`src/sv/bpwq_pkg.sv`:
```
`default_nettype none
// ----------------------------------------------------------------------------
// bpwq_pkg
// Shared sizes, status codes and controller states of the buffer pool.
// ----------------------------------------------------------------------------
package bpwq_pkg;

    localparam int POOL_ENTRIES    = 64;
    localparam int WAIT_DEPTH      = 16;
    localparam int REQUESTER_COUNT = 256;

    localparam int EN_W = (POOL_ENTRIES > 1) ? $clog2(POOL_ENTRIES) : 1;
    localparam int FC_W = $clog2(POOL_ENTRIES + 1);
    localparam int WQ_AW = (WAIT_DEPTH > 1) ? $clog2(WAIT_DEPTH) : 1;
    localparam int WC_W = $clog2(WAIT_DEPTH + 1);
    localparam int RQ_W = (REQUESTER_COUNT > 1) ? $clog2(REQUESTER_COUNT) : 1;

    localparam int S_TDATA_W = ((RQ_W + EN_W + 7) / 8) * 8;
    localparam int M_TDATA_W = ((RQ_W + EN_W + 1 + 7) / 8) * 8;

    typedef enum logic [2:0] {
        STS_GRANTED  = 3'd0,
        STS_QUEUED   = 3'd1,
        STS_FREED    = 3'd2,
        STS_HANDED   = 3'd3,
        STS_REJECTED = 3'd4
    } t_status;

    typedef enum logic [0:0] {
        KIND_ACQUIRE = 1'b0,
        KIND_RETURN  = 1'b1
    } t_kind;

    typedef enum logic [0:0] {
        ST_IDLE = 1'b0,
        ST_EXEC = 1'b1
    } t_state;

endpackage
`default_nettype wire

```
`src/sv/buffer_pool_with_wait_queue_unit.sv`:
```
`default_nettype none
// ----------------------------------------------------------------------------
// buffer_pool_with_wait_queue_unit
// Buffer pool allocator with a FIFO free list and a FIFO wait queue.
// ----------------------------------------------------------------------------
// Usage:
//   Slave stream: one request per transfer; tuser selects acquire (0) or
//   return (1), tdata carries requester id and returned entry index.
//   Master stream: one result per request; tuser carries status and the
//   grant flag, tdata the granted requester, entry and pool busy flag.
//   Config channel: writes the pool size (0 taken as 1, clamped to the pool
//   depth) and reloads the pool as after reset; write it only when idle.
// Timing:
//   A request is taken in the idle state, which reads the free list and
//   wait queue heads from their RAMs; the exec state updates them and loads
//   the output register once it is free. The RAM read is registered, so a
//   new request is taken only after the last one has been updated.
// Reset: free list holds entries 0..63 in order, no waiters, nothing busy.
//   Nothing is swept: a free-list slot never written since the last reload
//   reads as its own index.
// Stall: a result waits in the output register; the next request is still
//   taken, and its update holds until the output register is free.
// ----------------------------------------------------------------------------
module buffer_pool_with_wait_queue_unit
    import bpwq_pkg::*;
(
    input  wire logic                 i_clk,
    input  wire logic                 i_rst_n,
    // slave stream
    input  wire logic                 i_s_tvalid,
    output logic                      o_s_tready,
    input  wire logic [S_TDATA_W-1:0] i_s_tdata,  // requester_id, entry_index, zero pad
    input  wire logic                 i_s_tuser,  // kind
    // master stream
    output logic                      o_m_tvalid,
    input  wire logic                 i_m_tready,
    output logic      [M_TDATA_W-1:0] o_m_tdata,  // grant_requester, grant_entry, pool_busy, pad
    output logic      [3:0]           o_m_tuser,  // status[2:0], grant_valid
    // configuration
    input  wire logic                 i_cfg_valid,
    output logic                      o_cfg_ready,
    input  wire logic [FC_W-1:0]      i_cfg_data
);

    t_state r_state, n_state;

    logic [EN_W-1:0]  r_free_head, n_free_head;
    logic [FC_W-1:0]  r_free_count, n_free_count;
    logic [FC_W-1:0]  r_busy, n_busy;
    logic [WQ_AW-1:0] r_wait_head, n_wait_head;
    logic [WC_W-1:0]  r_wait_count, n_wait_count;
    logic [POOL_ENTRIES-1:0] r_fl_valid, n_fl_valid;

    logic             r_kind;
    logic [RQ_W-1:0]  r_req;
    logic [EN_W-1:0]  r_ent;

    logic                 r_out_valid, n_out_valid;
    logic [M_TDATA_W-1:0] r_out_tdata, n_out_tdata;
    logic [3:0]           r_out_tuser, n_out_tuser;

    logic             s_accept, cfg_accept, go;
    logic [EN_W-1:0]  fl_rdata, fl_head_val, fl_tail, fl_wdata;
    logic             fl_we;
    logic [RQ_W-1:0]  wq_rdata;
    logic [WQ_AW-1:0] wq_tail;
    logic             wq_we;
    logic [FC_W:0]    fl_sum;
    logic [WC_W:0]    wq_sum;
    logic [FC_W-1:0]  cfg_size;

    t_status          status;
    logic             gv;
    logic [RQ_W-1:0]  greq;
    logic [EN_W-1:0]  gent;

    assign o_cfg_ready = (r_state == ST_IDLE);
    assign o_s_tready  = (r_state == ST_IDLE) && !i_cfg_valid;
    assign s_accept    = i_s_tvalid && o_s_tready;
    assign cfg_accept  = i_cfg_valid && o_cfg_ready;
    assign go          = (r_state == ST_EXEC) && (!r_out_valid || i_m_tready);

    assign o_m_tvalid = r_out_valid;
    assign o_m_tdata  = r_out_tdata;
    assign o_m_tuser  = r_out_tuser;

    // tail slots, wrapped without a modulo
    assign fl_sum  = (FC_W+1)'(r_free_head) + (FC_W+1)'(r_free_count);
    assign fl_tail = (fl_sum < (FC_W+1)'(POOL_ENTRIES))
                   ? EN_W'(fl_sum) : EN_W'(fl_sum - (FC_W+1)'(POOL_ENTRIES));
    assign wq_sum  = (WC_W+1)'(r_wait_head) + (WC_W+1)'(r_wait_count);
    assign wq_tail = (wq_sum < (WC_W+1)'(WAIT_DEPTH))
                   ? WQ_AW'(wq_sum) : WQ_AW'(wq_sum - (WC_W+1)'(WAIT_DEPTH));

    // a slot not written since the last reload still holds its own index
    assign fl_head_val = r_fl_valid[r_free_head] ? fl_rdata : r_free_head;

    always_comb begin
        if (i_cfg_data == '0) begin
            cfg_size = FC_W'(1);
        end else if (i_cfg_data > FC_W'(POOL_ENTRIES)) begin
            cfg_size = FC_W'(POOL_ENTRIES);
        end else begin
            cfg_size = i_cfg_data;
        end
    end

    bpwq_ram #(.WIDTH(EN_W), .DEPTH(POOL_ENTRIES)) u_free_list (
        .i_clk   (i_clk),
        .i_we    (fl_we),
        .i_waddr (fl_tail),
        .i_wdata (fl_wdata),
        .i_raddr (r_free_head),
        .o_rdata (fl_rdata)
    );

    bpwq_ram #(.WIDTH(RQ_W), .DEPTH(WAIT_DEPTH)) u_wait_queue (
        .i_clk   (i_clk),
        .i_we    (wq_we),
        .i_waddr (wq_tail),
        .i_wdata (r_req),
        .i_raddr (r_wait_head),
        .o_rdata (wq_rdata)
    );

    always_comb begin
        n_state      = r_state;
        n_free_head  = r_free_head;
        n_free_count = r_free_count;
        n_busy       = r_busy;
        n_wait_head  = r_wait_head;
        n_wait_count = r_wait_count;
        n_fl_valid   = r_fl_valid;
        n_out_valid  = r_out_valid;
        n_out_tdata  = r_out_tdata;
        n_out_tuser  = r_out_tuser;
        fl_we        = 1'b0;
        fl_wdata     = r_ent;
        wq_we        = 1'b0;
        status       = STS_REJECTED;
        gv           = 1'b0;
        greq         = '0;
        gent         = '0;

        if (r_out_valid && i_m_tready) begin
            n_out_valid = 1'b0;
        end

        unique case (r_state)
            ST_IDLE: begin
                if (cfg_accept) begin
                    n_free_head  = '0;
                    n_free_count = cfg_size;
                    n_busy       = '0;
                    n_wait_head  = '0;
                    n_wait_count = '0;
                    n_fl_valid   = '0;
                end else if (s_accept) begin
                    n_state = ST_EXEC;
                end
            end
            ST_EXEC: begin
                if (go) begin
                    n_state = ST_IDLE;
                    if (r_kind == KIND_ACQUIRE) begin
                        if (r_free_count != '0) begin
                            gent         = fl_head_val;
                            n_free_head  = (r_free_head == EN_W'(POOL_ENTRIES - 1))
                                         ? '0 : r_free_head + 1'b1;
                            n_free_count = r_free_count - 1'b1;
                            n_busy       = r_busy + 1'b1;
                            gv           = 1'b1;
                            greq         = r_req;
                            status       = STS_GRANTED;
                        end else if (r_wait_count != WC_W'(WAIT_DEPTH)) begin
                            wq_we        = 1'b1;
                            n_wait_count = r_wait_count + 1'b1;
                            status       = STS_QUEUED;
                        end
                    end else begin
                        if (r_busy == '0) begin
                            status = STS_REJECTED;
                        end else if (r_wait_count != '0) begin
                            greq         = wq_rdata;
                            n_wait_head  = (r_wait_head == WQ_AW'(WAIT_DEPTH - 1))
                                         ? '0 : r_wait_head + 1'b1;
                            n_wait_count = r_wait_count - 1'b1;
                            gv           = 1'b1;
                            gent         = r_ent;
                            status       = STS_HANDED;
                        end else begin
                            fl_we                = 1'b1;
                            n_fl_valid[fl_tail]  = 1'b1;
                            n_free_count         = r_free_count + 1'b1;
                            n_busy               = r_busy - 1'b1;
                            status               = STS_FREED;
                        end
                    end
                    n_out_valid                          = 1'b1;
                    n_out_tdata                          = '0;
                    n_out_tdata[RQ_W-1:0]                = greq;
                    n_out_tdata[RQ_W+EN_W-1:RQ_W]        = gent;
                    n_out_tdata[RQ_W+EN_W]               = (n_busy != '0);
                    n_out_tuser                          = {gv, status};
                end
            end
            default: n_state = ST_IDLE;
        endcase
    end

    always_ff @(posedge i_clk) begin
        if (!i_rst_n) begin
            r_state      <= ST_IDLE;
            r_free_head  <= '0;
            r_free_count <= FC_W'(POOL_ENTRIES);
            r_busy       <= '0;
            r_wait_head  <= '0;
            r_wait_count <= '0;
            r_fl_valid   <= '0;
            r_out_valid  <= 1'b0;
        end else begin
            r_state      <= n_state;
            r_free_head  <= n_free_head;
            r_free_count <= n_free_count;
            r_busy       <= n_busy;
            r_wait_head  <= n_wait_head;
            r_wait_count <= n_wait_count;
            r_fl_valid   <= n_fl_valid;
            r_out_valid  <= n_out_valid;
        end
    end

    // payload: capture on transfer, result on update
    always_ff @(posedge i_clk) begin
        if (s_accept) begin
            r_kind <= i_s_tuser;
            r_req  <= i_s_tdata[RQ_W-1:0];
            r_ent  <= i_s_tdata[RQ_W+EN_W-1:RQ_W];
        end
        r_out_tdata <= n_out_tdata;
        r_out_tuser <= n_out_tuser;
    end

endmodule
`default_nettype wire

```
`src/sv/bpwq_ram.sv`:
```
`default_nettype none
// ----------------------------------------------------------------------------
// bpwq_ram
// Simple dual-port RAM: one write port, one read port, registered read data.
// ----------------------------------------------------------------------------
module bpwq_ram #(
    parameter int WIDTH = 8,
    parameter int DEPTH = 16
) (
    input  wire logic                                      i_clk,
    input  wire logic                                      i_we,
    input  wire logic [((DEPTH > 1) ? $clog2(DEPTH) : 1)-1:0] i_waddr,
    input  wire logic [WIDTH-1:0]                          i_wdata,
    input  wire logic [((DEPTH > 1) ? $clog2(DEPTH) : 1)-1:0] i_raddr,
    output logic      [WIDTH-1:0]                          o_rdata
);

    logic [WIDTH-1:0] r_mem [DEPTH];

    always_ff @(posedge i_clk) begin
        if (i_we) begin
            r_mem[i_waddr] <= i_wdata;
        end
        o_rdata <= r_mem[i_raddr];
    end

endmodule
`default_nettype wire

```
`config.mk`:
```
export PLATFORM = sky130hd
export DESIGN_NAME = buffer_pool_with_wait_queue_unit
export DESIGN_NICKNAME = d
export VERILOG_FILES = /design/src/sv/bpwq_pkg.sv /design/src/sv/buffer_pool_with_wait_queue_unit.sv /design/src/sv/bpwq_ram.sv
export SDC_FILE = /design/constraint.sdc
export NUM_CORES = 1
export LEC_CHECK = 0
export ABC_AREA = 1
export BUFFER_PORTS_ARGS = -buffer_cell sky130_fd_sc_hd__buf_2
export CAP_MARGIN = 20
export CELL_PAD_IN_SITES_DETAIL_PLACEMENT = 0
export CELL_PAD_IN_SITES_GLOBAL_PLACEMENT = 1
export CORE_ASPECT_RATIO = 1.75
export CORE_MARGIN = 2
export CORE_UTILIZATION = 55
export CTS_CLUSTER_SIZE = 30
export DETAILED_ROUTE_END_ITERATION = 6
export HOLD_SLACK_MARGIN = 0.03
export PLACE_DENSITY = 0.9
export SLEW_MARGIN = 10
export SYNTH_ARGS = -nofsm -noshare
export SYNTH_HDL_FRONTEND = slang
export SYNTH_SLANG_ARGS = --single-unit
```
`constraint.sdc`:
```
create_clock -name i_clk -period 4.14 [get_ports i_clk]
set_clock_uncertainty 0.05 [all_clocks]
set_input_delay 0.828 -clock i_clk [delete_from_list [all_inputs] [get_ports i_clk]]
set_output_delay 0.828 -clock i_clk [all_outputs]
set_load 0.02 [all_outputs]
```
==> Yosys cells after proc, flatten, opt, wreduce, memory -nomap -nowiden <==
Memories as Yosys holds them, arrays and structs flattened. A register that Yosys moved wholly into a read port is not among the register bits.
Cells that the tools add are included.
{ "totals": {"reg_bits": 129, "ramBits": 512, "out_inout_bits": 23, "word_cells": 163, "memories": 2} }
{ "memory_table": {"columns": ["name", "words", "width", "read_ports", "rd_clocked_by_memory_dff", "wr", "line", "text"], "rows": [
  ["u_free_list.r_mem", 64, 6, 1, 1, 1, "bpwq_ram.sv:18", "logic [WIDTH-1:0] r_mem [DEPTH];"],
  ["u_wait_queue.r_mem", 16, 8, 1, 1, 1, "bpwq_ram.sv:18", null]
]} }
{ "op_classes": {"add_sub_neg": 12, "magnitude_cmp": 6, "n_eq_ne": 17, "n_mux": 90, "bitwise": 2, "reduce_logical": 21} }
{ "ops": {"columns": ["operator", "n"], "rows": [
  ["$mux 64", 5],
  ["$pmux 64 s2", 1],
  ["$mux 7", 16],
  ["$mux 6", 11],
  ["$or 64x64->64", 1],
  ["$mux 5", 7],
  ["$mux 8", 4],
  ["$mux 4", 7],
  ["$pmux 7 s2", 2],
  ["$mux 1", 27],
  ["$reduce_and 5->1", 3],
  ["$add 7x1->7 const B", 2],
  ["$logic_not 7->1", 2],
  ["$lt 6x7->1 const B", 2],
  ["$reduce_bool 7->1", 2],
  ["$sub 7x1->7 const B", 2],
  ["$mux 3", 4],
  ["$pmux 6 s2", 1],
  ["$ne 2x1->1 const B", 5],
  ["$pmux 5 s2", 1],
  ["$ne 3x3->1 const B", 3],
  ["$add 6x7->8", 1],
  ["$lt 8x7->1 const B", 1],
  ["$pmux 4 s2", 1],
  ["27 further kinds", 37]
]} }

==> Logic depth before layout (Yosys ltp) <==
{ "logic_depth": {"word_depth": 13, "mapped_depth": 17, "mapped_depth_nobuf": 14} }

==> Hierarchy <==
A second synthesis with hierarchy kept.
{ "hier_totals": {"cells_unflattened": 2777, "hier_area_um2": 28275.9} }
{ "modules_own_cells": {"columns": ["module", "n_inst", "cells_each", "area_each_um2", "seq_area_each_um2"], "rows": [
  ["bpwq_ram (u_free_list)", 1, 1376, 15930.3, 11651.2],
  ["buffer_pool_with_wait_queue_unit", 1, 850, 6578.8, 2922.8],
  ["bpwq_ram (u_wait_queue)", 1, 551, 5766.8, 4003.8]
]} }

==> Worst setup path before layout <==
Ideal clock, no wire load.
{ "synth_timing": {"kind": "input to register", "from": "input i_m_tready", "to": "memory u_free_list.r_mem[38][0] (netlist name) (enable)", "setup_time_ns": 0.377, "arrival_time_ns": 2.453, "setup_slack_ns": 1.260, "path_stages": 6, "path_buffers": 2, "cell_sequence": "nor2_1 > nor2_1 > buf_2 > nand3_1 > clkbuf_1 > nor3_1"} }
{ "synth_between": {"elab_chain_len": 6} }
{ "synth_lines": {"columns": ["item", "line", "text"], "rows": [
  ["start, declared", "buffer_pool_with_wait_queue_unit.sv:36", "input wire logic i_m_tready,"],
  ["$logic_or 1x1->1", "buffer_pool_with_wait_queue_unit.sv:81", "assign go = (r_state == ST_EXEC) && (!r_out_valid || i_m_tready);"],
  ["$logic_and 1x1->1", "buffer_pool_with_wait_queue_unit.sv:81", null],
  ["$mux 1", "buffer_pool_with_wait_queue_unit.sv:163", "if (go) begin"],
  ["$mux 1", "buffer_pool_with_wait_queue_unit.sv:149", "unique case (r_state)"],
  ["$mux 1", "bpwq_ram.sv:21", "if (i_we) begin"],
  ["$mux 1 (not written as such)", "bpwq_ram.sv:22", "r_mem[i_waddr] <= i_wdata;"],
  ["end, declared", "bpwq_ram.sv:18", null]
]} }
Every way passes these cells.

==> Worst setup path after layout <==
{ "layout_timing": {"from": "register r_free_head[1]", "to": "register r_out_tdata[8] (netlist: o_m_tdata[8]), data pin"} }
{ "layout_between": {"elab_chain_len": 5} }
{ "layout_lines": {"columns": ["item", "line", "text"], "rows": [
  ["start, declared", "buffer_pool_with_wait_queue_unit.sv:47", "logic [EN_W-1:0] r_free_head, n_free_head;"],
  ["start signal, assigned", "buffer_pool_with_wait_queue_unit.sv:223", "r_free_head <= n_free_head;"],
  ["$bmux 1 s6", "buffer_pool_with_wait_queue_unit.sv:96", "assign fl_head_val = r_fl_valid[r_free_head] ? fl_rdata : r_free_head;"],
  ["$mux 1 (not written as such)", "buffer_pool_with_wait_queue_unit.sv:96", null],
  ["$mux 6", "buffer_pool_with_wait_queue_unit.sv:96", null],
  ["$mux 6", "buffer_pool_with_wait_queue_unit.sv:166", "if (r_free_count != '0) begin"],
  ["$mux 6", "buffer_pool_with_wait_queue_unit.sv:165", "if (r_kind == KIND_ACQUIRE) begin"],
  ["end signal, assigned", "buffer_pool_with_wait_queue_unit.sv:240", "r_out_tdata <= n_out_tdata;"],
  ["end, declared", "buffer_pool_with_wait_queue_unit.sv:59", "logic [M_TDATA_W-1:0] r_out_tdata, n_out_tdata;"]
]} }
Every way passes these cells. The select of a mux whose other input is x is not followed.
A chain may end at the register's enable or synchronous reset.

==> metrics.txt <==
Sw Share 23.37%; DRT Wirelength 69990 um; RSZ-0062 raised after global routing false; die width 173.3 um; VDD IR max 0.0004263 V; Setup-failing EPs final 0; fraction of layout cells with a size suffix above 1 11.28%; Critical Path Start Type register; Critical Path RT 4.40 ns; gr usage total 26.61%; # resized after CTS 0; Rel. slew slack 23.26%; CP Cell Sequence inv_2 > buf_4 > nand3_1 > nand3_1 > nand3_1 > nand2_1 > nand2_1 > nand2_1 > inv_1 > nand2_2 > nand2_1 > nand3_1 > nand2_1; Syn Area/Cell 11.30 um^2; Worst Hold Depth 1; maximum fanout along the worst path 41; yosys warns 0; Max Slew Vio Count 0; clock latency at the later pin of the worst-skew pair 0.61 ns; global-route wire length before repair 106100 um; CP max stage delay 0.66 ns; drt drc 0; share of flip-flops with an asynchronous set or reset 0%; status finished, final reports clean; worst r2r dst o_m_tdata[8]; post-synthesis cell count 2441; CP most frequent cell nand2_1; CP max-delay cell inv_2; synth unique cells 46; root buffer cell clkbuf_16; Post-CTS Hold Buffers 0; DRT Pass-1 Iters 5; CTS max path bufs 3; Sw Pwr 3.189 mW; CTS buffer count 54; Worst Hold Class primary input to register; Lkg Pwr 10.43 nW; CTS tree yes; CTS sink cnt 655; Least-Margin Pin Slew 1.150 ns; Seq cells post-synth 655; sequential power share 52.9%; min Tclk post-route 3.152 ns; post-CTS setup buffers 0; DPL Wire Length 42790 um; Net count, final 2543; Core Box Area 49590 um^2; number of global-route vias before repair 18990; Die Y 300.2 um; syn nets 2495; cell-internal power 10.46 mW; hold worst-path end r_req[7]; CP Capture Type register; Die ar. 52020 um^2; worst hold slack 0.3457 ns; GPL Wtd Cong 0.9070; Vias/cell 6.013; initial DRC count 1624; clock-pin slew on the worst setup and hold paths 0.07 ns; via count 19210; Power Density 445.5 nW/um^2; ys flop type edfxtp_1; worst setup path class register to register; Comb power frac 7.1%; starting density of the core 55.61%; CTS H-tree depth 2; # rows 108; initial antenna violation count 0; global route overflow 0; Max Fclk 317.2 MHz; Reg2Reg Launch Point r_free_head[1]; antenna-violating nets left 0; port bufs 48; R2R depth 13; register area share after synthesis 67.36%; Clock power frac 40.0%; Cell Area, Synth 27580 um^2; worst hold path startpoint i_s_tdata[7]; diode count 0; Setup TNS Final 0 ns; max cap viols 0; Hold Vio Cnt, Final 0; Critical Path AT 3.41 ns; Area Overhead vs Synth 11.07%; io pins 52; largest net degree at the start of global routing 227; Worst Path Buf+Inv 3; critical path's top delay family buffers and inverters; internal reg-to-reg setup slack 0.99 ns; Final period util 76.14%; wire per inst 21.91 um; Post-synth EDFFs 546
-- worst register-to-register path: stages (launching register included) --
cell,delay (ns)
dfxtp_4,0.50
inv_2,0.70
buf_4,0.43
nand3_1,0.12
nand3_1,0.09
nand3_1,0.21
nand2_1,0.12
nand2_1,0.05
nand2_1,0.08
inv_1,0.12
nand2_2,0.13
nand2_1,0.06
nand3_1,0.06
nand2_1,0.15
-- cells by family after synthesis --
logic type               after synthesis  share of synthesized area (%)
other                                  1                        0.01360
AND/OR/NAND/NOR                      902                          13.73
flip-flops                           655                          67.36
adder cells (fa/ha/maj)               25                          1.243
buffers and inverters                274                          4.287
multiplexers                          20                         0.7259
XOR/XNOR                              16                         0.6306
AO/OA/AOI/OAI                        548                          12.01
-- Yosys cell counts, types with 2 or more instances --
master	instances	area [um^2]
nand3_2	11	110.1
o221ai_1	91	797.0
xnor2_1	5	43.79
o21a_1	3	22.52
buf_4	18	135.1
a21oi_1	106	530.5
buf_1	5	18.77
buf_2	39	195.2
nand2_2	3	18.77
o211a_1	2	20.02
edfxtp_1	546	16400
nor2_2	2	12.51
ha_1	21	262.8
buf_6	5	56.30
nand3_1	145	725.7
nand4_1	5	31.28
mux2i_1	20	200.2
a211oi_1	6	45.04
xor2_1	8	70.07
o32ai_1	9	78.83
a22o_1	8	70.07
nor2_1	407	1528
o211ai_1	26	195.2
inv_2	8	30.03
nand2_1	251	942.2
a31oi_1	2	12.51
o22ai_1	29	181.4
fa_1	4	80.08
clkinv_1	2	7.510
clkbuf_1	94	352.8
xor2_2	2	32.53
inv_1	103	386.6
nor3_1	75	375.4
dfxtp_1	109	2182
o21ai_1	3	15.01
o21ai_0	258	1291
-- worst max-delay path by stage --
stage | cells past startpoint | to | from
after global routing | 13 | o_m_tdata[11] | r_free_head[1]
after global placement | 6 | u_free_list.r_mem[49][1] | i_m_tready
after floorplan | 6 | u_free_list.r_mem[38][0] | i_m_tready
after CTS | 4 | u_free_list.r_mem[28][0] | r_kind
final | 13 | o_m_tdata[8] | r_free_head[1]
after detailed placement | 6 | u_free_list.r_mem[28][3] | i_m_tready
-- cell usage in the layout, fill, tap and decap left out, types with 7 or more instances in the layout --
cell and n:
ha_1 21, bufinv_16 9, nor2_1 406, buf_4 103
inv_2 7, a21oi_1 106, nand3_2 12, edfxtp_1 546
clkinv_1 8, o221ai_1 91, inv_6 8, clkbuf_16 55
mux2i_1 20, nor3_1 75, clkinvlp_4 10, xor2_1 8
inv_1 101, nand2_1 251, o211ai_1 26, a22o_1 8
nand3_1 144, o21ai_0 258, o22ai_1 29, dfxtp_1 104
o32ai_1 9, buf_2 49
-- through the flow --
| stage | utilization (%) | setup WS (ns) | total power [mW] | cell area (um^2) | instances |
|---|---|---|---|---|---|
| floorplan | - | 1.260 | 7.983 | 27580 | 2441 |
| global placement | 57.86 | 0.7561 | 8.279 | 28700 | 3091 |
| detailed placement | 57.88 | 0.8714 | 8.308 | 28700 | 3092 |
| CTS | 61.75 | 0.9125 | 13.70 | 30630 | 3194 |
| global route | 61.76 | 0.8619 | 14.00 | 30630 | 3195 |
| finish | 61.76 | 0.9876 | 13.65 | 30630 | 3195 |
-- state kept, by name, indices dropped and copies added (netlist names) --
name and cells:
u_wait_queue.r_mem 128, o_m_tuser 4, r_state 1, r_wait_count 5, o_m_tdata 15, o_m_tvalid 1
r_free_count 7, r_busy 7, u_wait_queue.o_rdata 8, u_free_list.r_mem 384, r_kind 1, r_free_head 6
u_free_list.o_rdata 6, fl_wdata 6, r_wait_head 4, r_fl_valid 64, r_req 8
-- final cells by class --
class / count / area [um^2]
multi-input combinational: 1512 / 7826
fill: 3859 / 18960
clock buffer: 61 / 1409
tap: 660 / 825.8
inverter: 113 / 429.2
clock inverter: 41 / 513.0
sequential: 655 / 18590
timing repair buffer: 153 / 1039
-- per-layer routing --
metal  vias up  share of wire [%]  GRT usage (%)
li1       8885                  -              -
met1      9319                 35          29.26
met2       780                 53          49.20
met3       229                5.7          2.833
met4         0                5.9          16.36
met5         -                  0              0
-- power by group through the flow --
stage,clock [mW],sequential (mW),combinational [mW]
after global placement,0,7.35,0.925
after global routing,5.73,7.22,1.05
after detailed placement,0,7.36,0.950
after floorplan,0,7.36,0.626
after CTS,5.53,7.21,0.956
final,5.47,7.21,0.968
Power figures use the tool's default switching activity.
